File: config.mk
export PLATFORM = sky130hd
export DESIGN_NAME = civil_calendar_converter
export DESIGN_NICKNAME = d
export VERILOG_FILES = /design/src/rtl/ccc_pkg.sv /design/src/rtl/civil_calendar_converter.sv
export SDC_FILE = /design/constraint.sdc
export NUM_CORES = 2
export LEC_CHECK = 0
export CAP_MARGIN = 10
export CORE_MARGIN = 10
export CORE_UTILIZATION = 65
export CTS_CLUSTER_DIAMETER = 120
export DETAILED_ROUTE_END_ITERATION = 12
export DONT_BUFFER_PORTS = 1
export GPL_ROUTABILITY_DRIVEN = 0
export PLACE_DENSITY_LB_ADDON = 0.12
export SLEW_MARGIN = 20
export SYNTH_ARGS = -nofsm -noshare
export SYNTH_HDL_FRONTEND = slang
export SYNTH_MEMORY_MAX_BITS = 65536
export SYNTH_SLANG_ARGS = --single-unit
export TNS_END_PERCENT = 30
File: constraint.sdc
create_clock -name clk_i -period 18.37 [get_ports clk_i]
set_input_delay 1.837 -clock clk_i [delete_from_list [all_inputs] [get_ports clk_i]]
set_output_delay 1.837 -clock clk_i [all_outputs]
set_load 0.01 [all_outputs]
File: src/rtl/ccc_pkg.sv
// ----------------------------------------------------------------------------
// ccc_pkg - civil calendar converter shared definitions
// Constants, reciprocal multipliers, the month offset lookup and the
// pipeline stage record used by the converter datapath.
// ----------------------------------------------------------------------------
package ccc_pkg;

  localparam int unsigned NUM_STAGES  = 12;
  localparam int unsigned IN_TDATA_W  = 64;
  localparam int unsigned OUT_TDATA_W = 104;

  // Seconds are split as s = (s >> 7) * 128 + s[6:0]; 86400 = 675 * 128.
  localparam logic [9:0]  SEC_UNIT  = 10'd675;
  localparam logic [32:0] SEC_BIAS  = 33'd2831155200;  // 675 * 2^22, keeps dividend positive
  localparam logic [22:0] DAY_BIAS  = 23'd4194304;     // 2^22, removed again from the quotient

  localparam logic [16:0] SEC_PER_DAY   = 17'd86400;
  localparam logic [17:0] DAYS_PER_ERA  = 18'd146097;
  localparam logic [17:0] ERA_LAST_DAY  = 18'd146096;
  localparam logic [19:0] EPOCH_SHIFT   = 20'd719468;
  localparam logic [23:0] ERA_BIAS      = 24'd865565;  // epoch shift plus one era
  localparam logic [8:0]  DAYS_PER_YEAR = 9'd365;
  localparam logic [8:0]  YEARS_PER_ERA = 9'd400;

  // Day numbers of 0000-01-01 and 9999-12-31.
  localparam logic signed [22:0] DN_MIN = -23'sd719528;
  localparam logic signed [22:0] DN_MAX = 23'sd2932896;

  // Reciprocals. The seconds one is a floor estimate that needs one correction;
  // the rest are rounded up with enough fraction bits to be exact over their range.
  localparam logic [30:0] RCP_675   = 31'((64'd1 << 40) / 64'd675);
  localparam logic [22:0] RCP_ERA   = 23'(((64'd1 << 40) + 64'd146096) / 64'd146097);
  localparam logic [18:0] RCP_1460  = 19'(((64'd1 << 29) + 64'd1459) / 64'd1460);
  localparam logic [18:0] RCP_36524 = 19'(((64'd1 << 34) + 64'd36523) / 64'd36524);
  localparam logic [18:0] RCP_365   = 19'(((64'd1 << 27) + 64'd364) / 64'd365);
  localparam logic [9:0]  RCP_100   = 10'(((64'd1 << 16) + 64'd99) / 64'd100);
  localparam logic [11:0] RCP_153   = 12'(((64'd1 << 19) + 64'd152) / 64'd153);
  localparam logic [14:0] RCP_400   = 15'(((64'd1 << 23) + 64'd399) / 64'd400);

  // First day of each shifted month (March = 0), counted in the March-based year.
  function automatic logic [8:0] month_offset(input logic [3:0] mi);
    logic [8:0] off;
    case (mi)
      4'd0:    off = 9'd0;
      4'd1:    off = 9'd31;
      4'd2:    off = 9'd61;
      4'd3:    off = 9'd92;
      4'd4:    off = 9'd122;
      4'd5:    off = 9'd153;
      4'd6:    off = 9'd184;
      4'd7:    off = 9'd214;
      4'd8:    off = 9'd245;
      4'd9:    off = 9'd275;
      4'd10:   off = 9'd306;
      4'd11:   off = 9'd337;
      4'd12:   off = 9'd367;
      default: off = 9'd0;
    endcase
    return off;
  endfunction

  typedef struct packed {
    logic               op;
    // seconds-to-date lane
    logic [32:0]        u;
    logic [6:0]         lo7;
    logic [22:0]        qe;
    logic [10:0]        rem;
    logic signed [22:0] q;
    logic [16:0]        sod;
    logic               oor;
    logic [21:0]        z2;
    logic [4:0]         cyc;
    logic [17:0]        dic;
    logic [17:0]        tsum;
    logic [8:0]         yic;
    logic [8:0]         diy;
    logic [3:0]         mi;
    logic [13:0]        year;
    logic [3:0]         month;
    logic [4:0]         day;
    // date-to-day lane
    logic signed [14:0] ys;
    logic [3:0]         bmi;
    logic [4:0]         bday;
    logic signed [6:0]  bcyc;
    logic signed [9:0]  bdiy;
    logic [8:0]         byic;
    logic [17:0]        ba;
    logic [1:0]         bh;
    logic signed [18:0] bdic;
    // merged result
    logic signed [24:0] dn;
    logic [38:0]        dstart;
  } stg_t;

endpackage

File: src/rtl/civil_calendar_converter.sv
// ----------------------------------------------------------------------------
// civil_calendar_converter - Unix seconds <-> proleptic Gregorian date
// Twelve-stage pipeline built on 400-year era arithmetic; every division is
// a constant reciprocal multiply, so one conversion enters per cycle while m_axis is taken.
// ----------------------------------------------------------------------------
//
//  channel   dir  tdata fields (low bit up)                          tuser
//  s_axis    in   epoch_secs, in_year, in_month, in_day, 2'b0        op
//  m_axis    out  out_year, out_month, out_day, second_of_day,       out_of_range
//                 epoch_day, day_start_seconds, 2'b0
//
//  Stage 0 loads at the input transfer edge and an item moves on into the next
//  stage at each edge on which that stage is enabled, passing stages 0 to 11 in
//  order to m_axis; one transfer per cycle is sustained by the 12-stage chain while m_axis is taken.
//  Reset clears the stage valid bits only; the datapath registers are unreset.
//  A stage advances when any stage at or after it is empty or the output is
//  taken, so bubbles close up and input keeps flowing while a result waits.
//
module civil_calendar_converter (
  input  logic         clk_i,
  input  logic         rst_ni,
  input  logic         s_axis_tvalid,
  output logic         s_axis_tready,
  // epoch_secs[38:0], in_year[52:39], in_month[56:53], in_day[61:57], pad
  input  logic [63:0]  s_axis_tdata,
  // op
  input  logic         s_axis_tuser,
  output logic         m_axis_tvalid,
  input  logic         m_axis_tready,
  // out_year[13:0], out_month[17:14], out_day[22:18], second_of_day[39:23],
  // epoch_day[62:40], day_start_seconds[101:63], pad
  output logic [103:0] m_axis_tdata,
  // out_of_range
  output logic         m_axis_tuser
);

  localparam int unsigned NumStages = ccc_pkg::NUM_STAGES;

  ccc_pkg::stg_t          stg_q [NumStages];
  ccc_pkg::stg_t          stg_d [NumStages];
  logic [NumStages-1:0]   valid_q;
  logic [NumStages-1:0]   valid_d;
  logic [NumStages-1:0]   stage_en;

  // A stage may load when it or a stage downstream of it is empty, or the output is taken.
  for (genvar k = 0; k < NumStages; k++) begin : g_en
    assign stage_en[k] = m_axis_tready | ~(&valid_q[NumStages-1:k]);
  end

  assign valid_d = {valid_q[NumStages-2:0], s_axis_tvalid};

  for (genvar k = 0; k < NumStages; k++) begin : g_stage
    always_ff @(posedge clk_i or negedge rst_ni) begin
      if (!rst_ni) begin
        valid_q[k] <= 1'b0;
      end else if (stage_en[k]) begin
        valid_q[k] <= valid_d[k];
      end
    end

    always_ff @(posedge clk_i) begin
      if (stage_en[k]) begin
        stg_q[k] <= stg_d[k];
      end
    end
  end

  always_comb begin
    logic [33:0] u_sum;
    logic [63:0] p_sec;
    logic [28:0] p_y400;
    logic [33:0] r_sum;
    logic [14:0] yb;
    logic [22:0] qn;
    logic [10:0] rn;
    logic [18:0] p_b100;
    logic [23:0] z2w;
    logic [44:0] p_era;
    logic [22:0] dw;
    logic [36:0] p1460;
    logic [36:0] p36524;
    logic [36:0] p365;
    logic [18:0] p100;
    logic [17:0] yd;
    logic [17:0] dd;
    logic [10:0] x153;
    logic [22:0] p153;
    logic [8:0]  dayw;
    logic [14:0] yw;

    // Stage 0: capture, bias the seconds quotient positive, shift the year.
    stg_d[0]      = '0;
    stg_d[0].op   = s_axis_tuser;
    u_sum         = 34'(signed'(s_axis_tdata[38:7])) + 34'(ccc_pkg::SEC_BIAS);
    stg_d[0].u    = u_sum[32:0];
    stg_d[0].lo7  = s_axis_tdata[6:0];
    stg_d[0].ys   = signed'(15'({1'b0, s_axis_tdata[52:39]})
                    - 15'(s_axis_tdata[56:53] <= 4'd2));
    stg_d[0].bmi  = (s_axis_tdata[56:53] > 4'd2) ? 4'(s_axis_tdata[56:53] - 4'd3)
                                                 : 4'(s_axis_tdata[56:53] + 4'd9);
    stg_d[0].bday = s_axis_tdata[61:57];

    // Stage 1: quotient estimate by 675; era of the civil year; day in year.
    stg_d[1]      = stg_q[0];
    p_sec         = 64'(stg_q[0].u) * 64'(ccc_pkg::RCP_675);
    stg_d[1].qe   = p_sec[62:40];
    p_y400        = 29'(stg_q[0].ys[13:0]) * 29'(ccc_pkg::RCP_400);
    stg_d[1].bcyc = stg_q[0].ys[14] ? -7'sd1 : signed'(7'(p_y400[28:23]));
    stg_d[1].bdiy = signed'(10'(ccc_pkg::month_offset(stg_q[0].bmi))
                    + 10'(stg_q[0].bday) - 10'd1);

    // Stage 2: remainder of the estimate; year of era.
    stg_d[2]      = stg_q[1];
    r_sum         = 34'(stg_q[1].u) - 34'(stg_q[1].qe) * 34'(ccc_pkg::SEC_UNIT);
    stg_d[2].rem  = r_sum[10:0];
    yb            = 15'(stg_q[1].ys) - 15'(stg_q[1].bcyc) * 15'(ccc_pkg::YEARS_PER_ERA);
    stg_d[2].byic = yb[8:0];

    // Stage 3: correct the quotient by one, range check; year-of-era days.
    stg_d[3] = stg_q[2];
    qn       = stg_q[2].qe;
    rn       = stg_q[2].rem;
    if (stg_q[2].rem >= 11'(ccc_pkg::SEC_UNIT)) begin
      qn = 23'(stg_q[2].qe + 23'd1);
      rn = 11'(stg_q[2].rem - 11'(ccc_pkg::SEC_UNIT));
    end
    stg_d[3].q    = signed'(23'(qn - ccc_pkg::DAY_BIAS));
    stg_d[3].sod  = {rn[9:0], stg_q[2].lo7};
    stg_d[3].oor  = (signed'(23'(qn - ccc_pkg::DAY_BIAS)) < ccc_pkg::DN_MIN)
                 || (signed'(23'(qn - ccc_pkg::DAY_BIAS)) > ccc_pkg::DN_MAX);
    stg_d[3].ba   = 18'(stg_q[2].byic) * 18'(ccc_pkg::DAYS_PER_YEAR)
                  + 18'(stg_q[2].byic[8:2]);
    p_b100        = 19'(stg_q[2].byic) * 19'(ccc_pkg::RCP_100);
    stg_d[3].bh   = p_b100[17:16];

    // Stage 4: shifted day count and its era; day of era on the date side.
    stg_d[4]      = stg_q[3];
    z2w           = 24'(stg_q[3].q) + ccc_pkg::ERA_BIAS;
    stg_d[4].z2   = z2w[21:0];
    p_era         = 45'(z2w[21:0]) * 45'(ccc_pkg::RCP_ERA);
    stg_d[4].cyc  = p_era[44:40];
    stg_d[4].bdic = signed'(19'(stg_q[3].ba) - 19'(stg_q[3].bh) + 19'(stg_q[3].bdiy));

    // Stage 5: day of era; day number on the date side.
    stg_d[5]     = stg_q[4];
    dw           = 23'(stg_q[4].z2) - 23'(stg_q[4].cyc) * 23'(ccc_pkg::DAYS_PER_ERA);
    stg_d[5].dic = dw[17:0];
    stg_d[5].dn  = signed'(25'(stg_q[4].bcyc) * 25'(ccc_pkg::DAYS_PER_ERA)
                   + 25'(stg_q[4].bdic) - 25'(ccc_pkg::EPOCH_SHIFT));

    // Stage 6: strip leap days out of the day of era.
    stg_d[6]      = stg_q[5];
    p1460         = 37'(stg_q[5].dic) * 37'(ccc_pkg::RCP_1460);
    p36524        = 37'(stg_q[5].dic) * 37'(ccc_pkg::RCP_36524);
    stg_d[6].tsum = stg_q[5].dic - 18'(p1460[36:29]) + 18'(p36524[36:34])
                  - 18'(stg_q[5].dic == ccc_pkg::ERA_LAST_DAY);

    // Stage 7: year of era.
    stg_d[7]     = stg_q[6];
    p365         = 37'(stg_q[6].tsum) * 37'(ccc_pkg::RCP_365);
    stg_d[7].yic = p365[35:27];

    // Stage 8: day of the March-based year.
    stg_d[8]     = stg_q[7];
    p100         = 19'(stg_q[7].yic) * 19'(ccc_pkg::RCP_100);
    yd           = 18'(stg_q[7].yic) * 18'(ccc_pkg::DAYS_PER_YEAR)
                 + 18'(stg_q[7].yic[8:2]) - 18'(p100[17:16]);
    dd           = stg_q[7].dic - yd;
    stg_d[8].diy = dd[8:0];

    // Stage 9: shifted month index.
    stg_d[9]    = stg_q[8];
    x153        = 11'(stg_q[8].diy) * 11'd5 + 11'd2;
    p153        = 23'(x153) * 23'(ccc_pkg::RCP_153);
    stg_d[9].mi = p153[22:19];

    // Stage 10: civil year, month, day; pick the day number for either op.
    // cyc runs one era ahead, so take one era back off (wraps through year 0).
    stg_d[10]       = stg_q[9];
    stg_d[10].month = (stg_q[9].mi < 4'd10) ? 4'(stg_q[9].mi + 4'd3)
                                             : 4'(stg_q[9].mi - 4'd9);
    dayw            = stg_q[9].diy - ccc_pkg::month_offset(stg_q[9].mi) + 9'd1;
    stg_d[10].day   = dayw[4:0];
    yw              = 15'(stg_q[9].yic)
                    + 15'(stg_q[9].cyc) * 15'(ccc_pkg::YEARS_PER_ERA)
                    - 15'(ccc_pkg::YEARS_PER_ERA)
                    + 15'(stg_q[9].mi >= 4'd10);
    stg_d[10].year  = yw[13:0];
    if (!stg_q[9].op) begin
      stg_d[10].dn = 25'(stg_q[9].q);
    end

    // Stage 11: midnight seconds; zero the fields that do not apply.
    stg_d[11]        = stg_q[10];
    stg_d[11].dstart = 39'(stg_q[10].dn) * 39'(ccc_pkg::SEC_PER_DAY);
    if (stg_q[10].op) begin
      stg_d[11].year  = '0;
      stg_d[11].month = '0;
      stg_d[11].day   = '0;
      stg_d[11].sod   = '0;
      stg_d[11].oor   = 1'b0;
    end else if (stg_q[10].oor) begin
      stg_d[11].year   = '0;
      stg_d[11].month  = '0;
      stg_d[11].day    = '0;
      stg_d[11].sod    = '0;
      stg_d[11].dn     = '0;
      stg_d[11].dstart = '0;
    end
  end

  // Drive the result straight from the last stage register.
  assign s_axis_tready = stage_en[0];
  assign m_axis_tvalid = valid_q[NumStages-1];
  assign m_axis_tuser  = stg_q[NumStages-1].oor;
  assign m_axis_tdata  = {2'b00,
                          stg_q[NumStages-1].dstart,
                          stg_q[NumStages-1].dn[22:0],
                          stg_q[NumStages-1].sod,
                          stg_q[NumStages-1].day,
                          stg_q[NumStages-1].month,
                          stg_q[NumStages-1].year};

endmodule
==> run summary <==
Broken down by cell family, the worst path's largest delay share belongs to adder cells. The region available for standard cell placement spans 0.143 mm². Relative to the synthesized area, the layout overhead comes to 5.83%.

The total count of hold-check failures in the final report is 0, and the number of setup buffers added after CTS is 0. Synthesis produced 7847 cells. The share of flip-flops with an asynchronous set or reset works out to 1.20%. The synthesized netlist contains 90 unique library cells. The height of the chip came out at 400 µm.

STA classifies the critical path startpoint as a register. The root buffer selected by CTS is clkbuf_16. For the total of cells resized after clock tree synthesis, the log shows 0.

Latest clock arrival within the worst-skew pair: 0.73 ns. The worst setup path is captured at a register. For this design, the slowest cell found on the critical path is edfxtp_1.

Sequential elements use 32.0% of the synthesized area. In this run, post-CTS hold repair placed 0 buffers. Measured against its own limit, the worst slew margin works out to 24.6%. The largest total area in the synthesized netlist belongs to edfxtp_1.

The detailed placer's ending HPWL is 149000 µm, and the final layout net count is 10800. The final count of pins violating max slew is 0. The flow ran to the end, and the final reports show no timing, DRC or antenna violations. Via count of the first global-routing pass: 57300. Setup repair after global routing left no endpoint under its margin. The time the worst path needs with I/O delays and setup is 10.75 ns, and the cell count after placement is 9665. Horizontal die dimension: 400 µm. The actual slew at the worst max-slew pin is 1.13 ns, and the total number of vias is 53200. The buffers plus inverters on the worst setup path is 7.

CTS built an H-tree with a depth of 3. For this run, the top clock speed supported by timing is 0.0930 GHz. The post-detailed-route count of antenna-violating nets is 0, and the worst-case clock buffer depth is 3.

After the flow finishes, the layout carries non-filler instances totaling 9859. The tools report the register-to-register setup slack as 7.62 ns. The critical path is of the register to register type.

The clock transition at the registers of the reported paths works out to 0.06 ns. Entering global routing, the biggest net connects 91 pins. Yosys attributes the largest share of cell area to edfxtp_1 32%, ha_1 23%, fa_1 23%. In this run, the number of DRC markers left after iteration 0 of detailed routing was 2725. TritonCTS created 103 clock buffers. The first global-routing pass estimated 298000 µm of wire. In this run the worst path has a maximum fanout of 11.

The path class of the tightest hold or removal check is register to register. After synthesis the cells add up to 0.0939 mm². The tools report the final-report setup violation count as 0. Along the worst hold path, the cell count comes to 0. The length in cells of the worst reg-to-reg path was 37; the final global-route overflow total was 0. Top-level I/O count: 176. Global routing used 23.5% of the available tracks across all layers.

The initial utilization of the core area, before any placement, comes to 65.4%. The most numerous cell type found on the critical path is fa_1. For the fill cell total of the finished layout, the log shows 10300. The floorplan has 139 rows. The critical path crosses 37 cells after its start point. The initial antenna violation count was 0.

The number of flip-flops and latches in the synthesized netlist is 1004. The setup slack of the critical path after layout was 7.62 ns; the first-pass detailed-route iteration total was 8. The most frequently used cell type in the post-synthesis netlist was inv_1.

The tools report the total die area as 0.160 mm². Summed over all layers, the routed wires come to 182000 µm. For this run, the slowest stage of the critical path takes 0.71 ns.

In the synthesized netlist, the cells that appear most often are 2122 x inv_1, 1753 x ha_1, 1080 x fa_1. Buffers placed on the I/O ports in this run total 0. Using the TritonRoute via totals, the vias-per-cell ratio works out to 5.39. The final setup skew is 0.0515 ns, and the post-route fraction of the period consumed by the critical path is 58.5%. For this design, the sink count on the clock tree is 1004. In the final layout, the share of cells above drive strength 1 is 3.57%.

TritonCTS built the clock tree. The share of the synthesized area in the top cell type is 31.7%, and the setup slack at placement is 7.69 ns. The number of flops mapped to enable cells by yosys was 992; the post-route DRC violation count was 0. Dividing the detail-routed wire length by the instance count gives 18.5 µm. The Yosys step of the flow raised 0 warnings. Accumulated negative setup slack: 0 ns. The data arrival time at the worst-slack endpoint is 11.29 ns. For this run, the leading register cell type out of synthesis is edfxtp_1.

Each instance of the synthesized netlist takes up on average 12.0 µm². The max-capacitance violation count came out at 0. At the worst endpoint, the required time is 18.91 ns.
==> flip-flops by register name, indices dropped and copies added, names as in the netlist <==
| name | count |
|---|---|
| m_axis_tvalid | 1 |
| stg_q | 992 |
| valid_d | 11 |
==> cell type report <==
class,instances,area [µm²],share of cell area (%)
Inverter,2123,7980,8.03
Tap cell,1903,2380,2.40
Sequential cell,1004,30100,30.3
Clock buffer,118,2700,2.71
Antenna cell,1,2.50,0.00252
Multi-Input combinational cell,4597,55100,55.4
Clock inverter,75,860,0.865
Timing Repair Buffer,38,289,0.291
==> per-layer routing <==
layer,GRT usage (%),vias to the layer above,routed length [µm],part of all wire [%]
met4,7.47,0,5960,3.3
met3,2.60,305,6600,3.6
met5,0,-,0,0
met1,30.6,26500,77600,43
met2,41.2,930,91800,50
li1,-,25400,-,-
==> worst reg2reg max path: cells and delay by family (launching register included) <==
kind                     cells  cell delay [ns]
AO/OA/AOI/OAI               13             2.60
flip-flops                   1             0.71
AND/OR/NAND/NOR              6             1.04
adder cells (fa/ha/maj)     10             4.86
XOR/XNOR                     1             0.35
buffers and inverters        7             0.99
==> through the flow <==
step           util [%]  hold WS [ns]  area [µm²]
3_5_place_dp       66.8         0.405       95800
5_1_grt            69.3         0.387       99400
4_1_cts            69.2         0.375       99300
6_report           69.3         0.380       99400
3_3_place_gp       66.8         0.401       95800
2_1_floorplan         -         0.400       93900
==> worst paths after layout <==
path,startpoint,endpoint
worst max-delay path,stg_q[1][606],stg_q[1][968]
worst min-delay path,stg_q[1][1043],stg_q[1][1420]
worst max register to register,stg_q[1][606],stg_q[1][968]
worst min register to register,stg_q[1][1043],stg_q[1][1420]
max in group asynchronous,rst_ni,m_axis_tvalid
min in group asynchronous,rst_ni,valid_d[6]
==> cells by family after synthesis <==
group	Yosys count	synth area share, %
AO/OA/AOI/OAI	636	4.50
XOR/XNOR	345	3.23
adder cells (fa/ha/maj)	2833	46.4
buffers and inverters	2254	9.44
flip-flops	1004	32.0
multiplexers	31	0.361
other	1	0.00399
AND/OR/NAND/NOR	743	4.04
==> cell usage in the layout (no fill, tap or decap), drive strengths merged, types with 12 or more instances in the layout <==
master	instances
nor2	205
xor2	89
nand4	31
nor2b	41
edfxtp	992
o21ai	120
clkbuf	118
clkinv	45
a21o	84
dfrtp	12
a21boi	13
a31oi	28
bufinv	15
nand2b	44
nand3	69
o211ai	13
inv	2133
and2	63
o21a	52
nand2	124
a211oi	24
o21bai	30
fa	1080
buf	38
or2	16
and3	27
xnor2	256
mux2	23
ha	1753
nor3	65
a21oi	175
Power is left out: the tool's default activity adds up to more than one toggle a clock period on the data nets, which glitch-free logic cannot reach.
